## src/hdl/slfd_pkg.sv

```systemverilog
`timescale 1ns / 1ps
// ----------------------------------------------------------------------------
// Sync/length frame delineator package
// Shared constants and the command and status types between the frame
// delineator controller and its datapath.
// ----------------------------------------------------------------------------
package slfd_pkg;

	localparam int BUFFER_BYTES_DEF = 64;

	localparam logic [7:0] SYNC_FIRST  = 8'hAA;
	localparam logic [7:0] SYNC_SECOND = 8'h55;

	localparam int HEADER_BYTES   = 12;
	localparam int OVERHEAD_BYTES = 14;
	localparam int LEN_HI_POS     = 10;
	localparam int LEN_LO_POS     = 11;

	typedef enum logic [1:0] {
		RX_NONE,
		RX_START,
		RX_STORE,
		RX_CLEAR
	} rx_op_t;

	typedef struct packed {
		rx_op_t rx_op;
		logic   emit_start;
		logic   emit_load;
	} ctrl_cmd_t;

	typedef struct packed {
		logic fill_zero;
		logic fill_one;
		logic full;
		logic is_first_sync;
		logic is_second_sync;
		logic hdr_end;
		logic len_bad;
		logic frame_done;
		logic emit_last;
		logic out_free;
	} dp_stat_t;

endpackage

```

## src/hdl/slfd_datapath.sv

```systemverilog
`timescale 1ns / 1ps
// ----------------------------------------------------------------------------
// Frame delineator datapath
// Holds the fill count, the frame buffer, the high length byte, the wanted
// frame length, the burst read register and the output register.
// ----------------------------------------------------------------------------
module slfd_datapath #(
	parameter int BUFFER_BYTES = slfd_pkg::BUFFER_BYTES_DEF
) (
	input  logic                clk,
	input  logic                arst_n,
	input  slfd_pkg::ctrl_cmd_t cmd,
	output slfd_pkg::dp_stat_t  stat,
	input  logic [7:0]          rx_byte,
	input  logic                out_stall,
	output logic                out_valid,
	output logic [7:0]          frame_byte,
	output logic [5:0]          byte_index,
	output logic                last_byte
);

	localparam int AW = $clog2(BUFFER_BYTES);
	localparam int CW = $clog2(BUFFER_BYTES + 1);

	logic [7:0]    mem [BUFFER_BYTES];
	logic [CW-1:0] fill_count_q;
	logic [7:0]    len_hi_q;
	logic [CW-1:0] want_q;
	logic [AW-1:0] emit_idx_q;
	logic [7:0]    rd_q;
	logic          out_valid_q;
	logic [7:0]    frame_byte_q;
	logic [5:0]    byte_index_q;
	logic          last_byte_q;
	logic [AW-1:0] wr_addr;
	logic          wr_en;
	logic [CW-1:0] fill_next;

	assign fill_next = fill_count_q + CW'(1);
	assign wr_en     = (cmd.rx_op == slfd_pkg::RX_START) || (cmd.rx_op == slfd_pkg::RX_STORE);
	assign wr_addr   = (cmd.rx_op == slfd_pkg::RX_START) ? '0 : fill_count_q[AW-1:0];

	always_comb begin
		stat.fill_zero      = (fill_count_q == '0);
		stat.fill_one       = (fill_count_q == CW'(1));
		stat.full           = (fill_count_q >= CW'(BUFFER_BYTES));
		stat.is_first_sync  = (rx_byte == slfd_pkg::SYNC_FIRST);
		stat.is_second_sync = (rx_byte == slfd_pkg::SYNC_SECOND);
		stat.hdr_end        = (fill_count_q == CW'(slfd_pkg::LEN_LO_POS));
		stat.len_bad        = ({len_hi_q, rx_byte} >
			16'(BUFFER_BYTES - slfd_pkg::OVERHEAD_BYTES));
		stat.frame_done     = (fill_count_q >= CW'(slfd_pkg::HEADER_BYTES)) &&
			(fill_next == want_q);
		stat.emit_last      = ((CW'(emit_idx_q) + CW'(1)) == want_q);
		stat.out_free       = !out_valid_q || !out_stall;
	end

	always_ff @(posedge clk) begin
		if (wr_en) begin
			mem[wr_addr] <= rx_byte;
		end
		rd_q <= mem[emit_idx_q];
	end

	always_ff @(posedge clk or negedge arst_n) begin
		if (!arst_n) begin
			fill_count_q <= '0;
			emit_idx_q   <= '0;
			out_valid_q  <= 1'b0;
		end else begin
			if (cmd.emit_start) begin
				fill_count_q <= '0;
			end else begin
				case (cmd.rx_op)
					slfd_pkg::RX_START: fill_count_q <= CW'(1);
					slfd_pkg::RX_STORE: fill_count_q <= fill_next;
					slfd_pkg::RX_CLEAR: fill_count_q <= '0;
					default:            fill_count_q <= fill_count_q;
				endcase
			end
			if (cmd.emit_start) begin
				emit_idx_q <= '0;
			end else if (cmd.emit_load) begin
				emit_idx_q <= emit_idx_q + AW'(1);
			end
			if (cmd.emit_load) begin
				out_valid_q <= 1'b1;
			end else if (!out_stall) begin
				out_valid_q <= 1'b0;
			end
		end
	end

	always_ff @(posedge clk) begin
		if (cmd.rx_op == slfd_pkg::RX_STORE &&
				fill_count_q == CW'(slfd_pkg::LEN_HI_POS)) begin
			len_hi_q <= rx_byte;
		end
		if (cmd.rx_op == slfd_pkg::RX_STORE && stat.hdr_end) begin
			want_q <= CW'(slfd_pkg::OVERHEAD_BYTES) + rx_byte[CW-1:0];
		end
		if (cmd.emit_load) begin
			frame_byte_q <= rd_q;
			byte_index_q <= 6'(emit_idx_q);
			last_byte_q  <= stat.emit_last;
		end
	end

	assign out_valid  = out_valid_q;
	assign frame_byte = frame_byte_q;
	assign byte_index = byte_index_q;
	assign last_byte  = last_byte_q;

endmodule

```

## src/hdl/slfd_ctrl.sv

```systemverilog
`timescale 1ns / 1ps
// ----------------------------------------------------------------------------
// Frame delineator controller
// Decides what each received byte does to the frame in progress and steps
// the burst readout of a complete frame.
// ----------------------------------------------------------------------------
module slfd_ctrl (
	input  logic                clk,
	input  logic                arst_n,
	input  logic                in_valid,
	output logic                in_stall,
	input  slfd_pkg::dp_stat_t  stat,
	output slfd_pkg::ctrl_cmd_t cmd
);

	typedef enum logic [1:0] {
		ST_RECV,
		ST_READ,
		ST_LOAD
	} state_t;

	state_t state_q;
	logic   in_stall_q;
	logic   accept;

	assign accept   = in_valid && !in_stall_q;
	assign in_stall = in_stall_q;

	always_comb begin
		cmd = '0;
		case (state_q)
			ST_RECV: begin
				if (accept) begin
					if (stat.fill_zero) begin
						cmd.rx_op = stat.is_first_sync ? slfd_pkg::RX_START : slfd_pkg::RX_NONE;
					end else if (stat.fill_one && !stat.is_second_sync) begin
						cmd.rx_op = stat.is_first_sync ? slfd_pkg::RX_START : slfd_pkg::RX_CLEAR;
					end else if (stat.full) begin
						cmd.rx_op = slfd_pkg::RX_CLEAR;
					end else if (stat.hdr_end && stat.len_bad) begin
						cmd.rx_op = slfd_pkg::RX_CLEAR;
					end else begin
						cmd.rx_op      = slfd_pkg::RX_STORE;
						cmd.emit_start = stat.frame_done;
					end
				end
			end
			ST_LOAD: begin
				cmd.emit_load = stat.out_free;
			end
			default: begin
				cmd = '0;
			end
		endcase
	end

	always_ff @(posedge clk or negedge arst_n) begin
		if (!arst_n) begin
			state_q    <= ST_RECV;
			in_stall_q <= 1'b0;
		end else begin
			case (state_q)
				ST_RECV: begin
					if (cmd.emit_start) begin
						state_q    <= ST_READ;
						in_stall_q <= 1'b1;
					end
				end
				ST_READ: begin
					state_q <= ST_LOAD;
				end
				ST_LOAD: begin
					if (stat.out_free && stat.emit_last) begin
						state_q    <= ST_RECV;
						in_stall_q <= 1'b0;
					end else if (stat.out_free) begin
						state_q <= ST_READ;
					end
				end
				default: begin
					state_q    <= ST_RECV;
					in_stall_q <= 1'b0;
				end
			endcase
		end
	end

endmodule

```

## src/hdl/sync_length_frame_delineator_core.sv

```systemverilog
`timescale 1ns / 1ps
// ----------------------------------------------------------------------------
// Sync/length frame delineator
// Hunts for the sync pair, buffers the frame, checks the header length and
// sends a complete frame out as a burst of bytes with a last marker.
//
// Channel  Direction  Handshake            Payload
// in       receive    in_valid, in_stall   rx_byte
// out      send       out_valid, out_stall frame_byte, byte_index, last_byte
//
// While no frame is being sent, one byte is taken each cycle.
// A complete frame is sent byte by byte: each byte is read from the frame
// buffer into a read register, then loaded into the output register. The
// input is stalled for the whole burst.
// Reset clears the fill count, the controller and the output valid flag;
// the frame buffer is not cleared. A stalled output holds its transaction.
// ----------------------------------------------------------------------------
module sync_length_frame_delineator_core #(
	parameter int BUFFER_BYTES = slfd_pkg::BUFFER_BYTES_DEF
) (
	input  logic       clk,
	input  logic       arst_n,
	input  logic       in_valid,
	output logic       in_stall,
	input  logic [7:0] rx_byte,
	output logic       out_valid,
	input  logic       out_stall,
	output logic [7:0] frame_byte,
	output logic [5:0] byte_index,
	output logic       last_byte
);

	slfd_pkg::ctrl_cmd_t cmd;
	slfd_pkg::dp_stat_t  stat;

	slfd_ctrl u_ctrl (
		.clk      (clk),
		.arst_n   (arst_n),
		.in_valid (in_valid),
		.in_stall (in_stall),
		.stat     (stat),
		.cmd      (cmd)
	);

	slfd_datapath #(
		.BUFFER_BYTES (BUFFER_BYTES)
	) u_datapath (
		.clk        (clk),
		.arst_n     (arst_n),
		.cmd        (cmd),
		.stat       (stat),
		.rx_byte    (rx_byte),
		.out_stall  (out_stall),
		.out_valid  (out_valid),
		.frame_byte (frame_byte),
		.byte_index (byte_index),
		.last_byte  (last_byte)
	);

endmodule

```

## config.mk

```make
export PLATFORM = sky130hd
export DESIGN_NAME = sync_length_frame_delineator_core
export DESIGN_NICKNAME = d
export VERILOG_FILES = /design/src/hdl/slfd_pkg.sv /design/src/hdl/slfd_datapath.sv /design/src/hdl/slfd_ctrl.sv /design/src/hdl/sync_length_frame_delineator_core.sv
export SDC_FILE = /design/constraint.sdc
export NUM_CORES = 1
export LEC_CHECK = 0
export BUFFER_PORTS_ARGS = -buffer_cell sky130_fd_sc_hd__buf_4
export CAP_MARGIN = 10
export CORE_MARGIN = 4
export CORE_UTILIZATION = 41
export CTS_BUF_LIST = sky130_fd_sc_hd__clkbuf_4 sky130_fd_sc_hd__clkbuf_8
export CTS_CLUSTER_DIAMETER = 50
export DETAILED_ROUTE_END_ITERATION = 16
export GPL_TIMING_DRIVEN = 0
export PLACE_DENSITY_LB_ADDON = 0.1
export SYNTH_ARGS = -nofsm -noshare
export SYNTH_HDL_FRONTEND = slang
export SYNTH_SLANG_ARGS = --single-unit
```

## constraint.sdc

```tcl
create_clock -name clk -period 6.05 [get_ports clk]
set_clock_uncertainty 0.15 [all_clocks]
set_input_delay 0.9075 -clock clk [delete_from_list [all_inputs] [get_ports clk]]
set_output_delay 0.9075 -clock clk [all_outputs]
set_load 0.1 [all_outputs]
```

==> metrics.md <==
| Metric | Value |
|---|---|
| Status | finished, final reports clean |
| ANT nets after route | 0 |
| Number of synthesized register bits | between 500 and 600 |
| CTS root buf | clkbuf_8 |
| Vias | 11.5k |
| EDFF count, synth | 542 |
| I/O Buffers | 28 |
| Cts bufs inserted | 93 |
| TritonCTS clock tree | done |
| Post-detail-place hpwl | 35300 um |
| Buf/Inv on CP | 3 |
| Syn Area/Cell | about 20 sq um |
| Nets | around 1.3k |
| Initial cell density of the core | 0.415 |
| Tightest Pin Transition | roughly 1.2 ns |
| Initial antenna violation count | 2 |
| Seq/Total Area, Yosys | 0.753 |
| Ratio of cells with drive above 1 in the final layout | 0.260 |
| CP Capture Type | register |
| Delay-heaviest family, CP | simple AND/OR/NAND/NOR gates |
| Core Area | 0.0539 sq mm |
| Cells along the critical path | buf_4 > or4b_1 > o21a_1 > o21a_1 > o21ai_2 > inv_2 > ha_1 > clkbuf_1 > nand2b_1 > nor2_1 > nand3_1 > nor2_1 |
| Most frequent cell after synthesis | edfxtp_1 |
| Leakage power | ~8 nW |
| Synth area leader | edfxtp_1 |
| Met2 WL post-DR | ~27000 um |
| CTS resizes | 0 |
| Crit-path max FO | a little under 70 |
| Largest net degree at the start of global routing | 72 |
| Footprint of the multi-input gates | between 0.005 and 0.006 sq mm |
| Max-Cap Viols | 0 |
| Mapped Nets | 1165 |
| CTS H-Tree Depth | 3 |
| Most common flop cell mapped by yosys | edfxtp_1 |
| DRC viols | 0 |
| Final setup viols | 0 |
| I/O Pins | 29 |
| Sequential Area | ~0.017 sq mm |
| Setup_tns | 0 ns |
| Finished Core Util | 0.471 |
| Vias/cell | roughly 5.6 |
| Asr flop ratio synth | 0.0300 |
| Fin crit period | between 5 and 6 ns |
| Power Density | 374 mW/mm^2 |
| Synth top cells by count | 542 x edfxtp_1, 128 x mux4_2, 89 x nor2_1 |
| Sink Count | between 500 and 600 |
| Routed WL | about 57000 um |
| Wire length on met3 | approximately 3600 um |
| Die area | around 0.058 sq mm |
| Fill cells | 4551 |
| M1 WL | around 25000 um |
| Number of global-route vias before repair | 11.9k |
| WS Path Type | input pin to register |
| Placer Congestion | roughly 0.8 |
| Die height | 242 um |
| CP arrival | between 5 and 6 ns |
| Synth Instances | approximately 1.1k |
| First-pass GRT wire length | about 83000 um |
| Synthesized area | around 0.022 sq mm |
| Slew Viols, Final | 0 |
| GR Overflow Total | 0 |
| CP required | 6.19 ns |
| Ys Warns | 0 |
| Crit share post-route | 0.869 |
| Wire length per cell | between 20 and 30 um |
| CP max-delay cell | nor2_1 |
| Core Rows | 85 |
| Slowest stage delay, CP | ~0.93 ns |
| Unrepaired setup endpoints after global routing | false |
| Tot GR Track Use | 0.196 |
| Final hold vios | 0 |
| DR top layer | met4 |
| Clock latency on the worst-skew pair | 0.69 ns |
| Share of the synthesized area in the top cell type | 0.727 |
| Number of detailed-route iterations in the first pass | 5 |
| Max VDD drop | approximately 0.00018 V |
| Setup Fix Bufs, Post-CTS | 0 |
| Peak Freq | around 0.19 GHz |
| Clock transition at path regs | approximately 0.060 ns |
| CP Launch Type | input pin |
| Max-slew headroom | 0.209 |
| Min-Delay Path Class | register to register |
| DIE WIDTH | ~240 um |
| Synth top area cells | edfxtp_1 73%, mux4_2 13%, dfrtp_1 1.9% |
| WHS | around 0.26 ns |
| Post-CTS Hold Buffers | 1 |
| CTS Buffer Depth | 3 |
| Synth cell types | 60 |
| Area grow syn2layout | 13.5% |
| Initial DRC count | ~940 |
cells in the final DEF, fill, tap and decap left out, types with 9 or more instances in the layout:
cell type / synthesis / layout
a221oi_1: 10 / 10
mux2i_1: 12 / 12
a31oi_1: 9 / 9
edfxtp_1: 542 / 542
clkbuf_1: 25 / 25
nor2b_1: 13 / 13
nand2_1: 35 / 35
nor2_1: 89 / 89
a22oi_1: 30 / 30
dfrtp_1: 17 / 17
mux4_2: 128 / 128
clkinv_1: 0 / 25
xnor2_1: 12 / 12
clkbuf_4: 0 / 31
buf_4: 5 / 39
ha_1: 9 / 9
xor2_1: 13 / 13
inv_1: 13 / 13
clkbuf_8: 0 / 99
nand3_1: 33 / 33
buf_1: 9 / 9
buf_2: 20 / 21
routing by layer:
metal,vias up,global-route usage
met5,-,0
met4,0,0.0473
met3,96,0.0471
met2,362,0.306
met1,6082,0.281
li1,4980,-
worst paths after layout:
path | start | endpoint | slack [ns] | depth (start not counted)
max reg2reg | u_datapath.fill_count_q[6] | u_datapath.mem[42][3] | 1.19 | 12
max | rx_byte[2] | u_datapath.mem[42][3] | 0.79 | 12
min reg2reg | u_datapath.rd_q[3] | u_datapath.frame_byte[3] | 0.26 | 0
min | u_datapath.rd_q[3] | u_datapath.frame_byte[3] | 0.26 | 0
max in group asynchronous | arst_n | u_datapath.emit_idx_q[4] | 5.03 | 2
min in group asynchronous | arst_n | u_datapath.fill_count_q[5] | 0.49 | 2
through the flow:
stage	worst slack, ns	area [sq um]	power, W	instances
after floorplan	1.32	22400	0.00564	1144
after global placement	-0.282	23500	0.00629	1868
after detailed placement	0.0179	23600	0.00631	1876
after CTS	0.741	25400	0.00961	2046
after global routing	0.491	25400	0.00990	2047
final	0.793	25400	0.00950	2047
flip-flops by register name, summed over array words and instances, names as in the netlist:
name	count
u_datapath.mem	512
u_datapath.frame_byte	8
u_datapath.len_hi_q	8
u_datapath.rd_q	8
u_datapath.fill_count_q	7
u_datapath.want_q	7
u_datapath.byte_index	6
u_datapath.emit_idx_q	6
u_ctrl.state_q	2
u_ctrl.in_stall	1
u_datapath.last_byte	1
u_datapath.out_valid	1
kinds of logic after synthesis:
kind of cell	Yosys count	synth area share
AO/OA/AOI/OAI	106	0.0355
XOR/XNOR	25	0.00977
adder cells (fa/ha/maj)	9	0.00503
buffers and inverters	73	0.0142
flip-flops	567	0.753
multiplexers	142	0.135
AND/OR/NAND/NOR	222	0.0478
report_power, final:
part	leakage [nW]	total, W	internal (W)	switching, W
Clock	0.950	0.00329	0.00178	0.00151
Combinational	1.99	0.00172	0.000652	0.00106
Sequential	5.16	0.00450	0.00445	0.0000487
Total	8.10	0.00950	0.00688	0.00262
worst reg2reg max path, stage by stage, from the launching register on:
cell and delay (ns):
dfrtp_1 0.35, clkbuf_1 0.22, nor4_1 0.33, nand2_1 0.12, o32a_1 0.37, o21ai_2 0.23, inv_2 0.08, ha_1 0.20
clkbuf_1 0.22, nand2b_1 0.30, nor2_1 0.24, nand3_1 0.72, nor2_1 0.93
layout make-up:
class	instances	share of cell area
plain buffers	59	0.0104
clock buffers	130	0.0627
clock inverters	39	0.00891
diodes	1	0.0000984
well taps	696	0.0343
inverters	14	0.00207
multi-input cells	504	0.207
flip-flops and latches	567	0.663
repair buffers	37	0.0112
(Power assumes the default switching activity.)
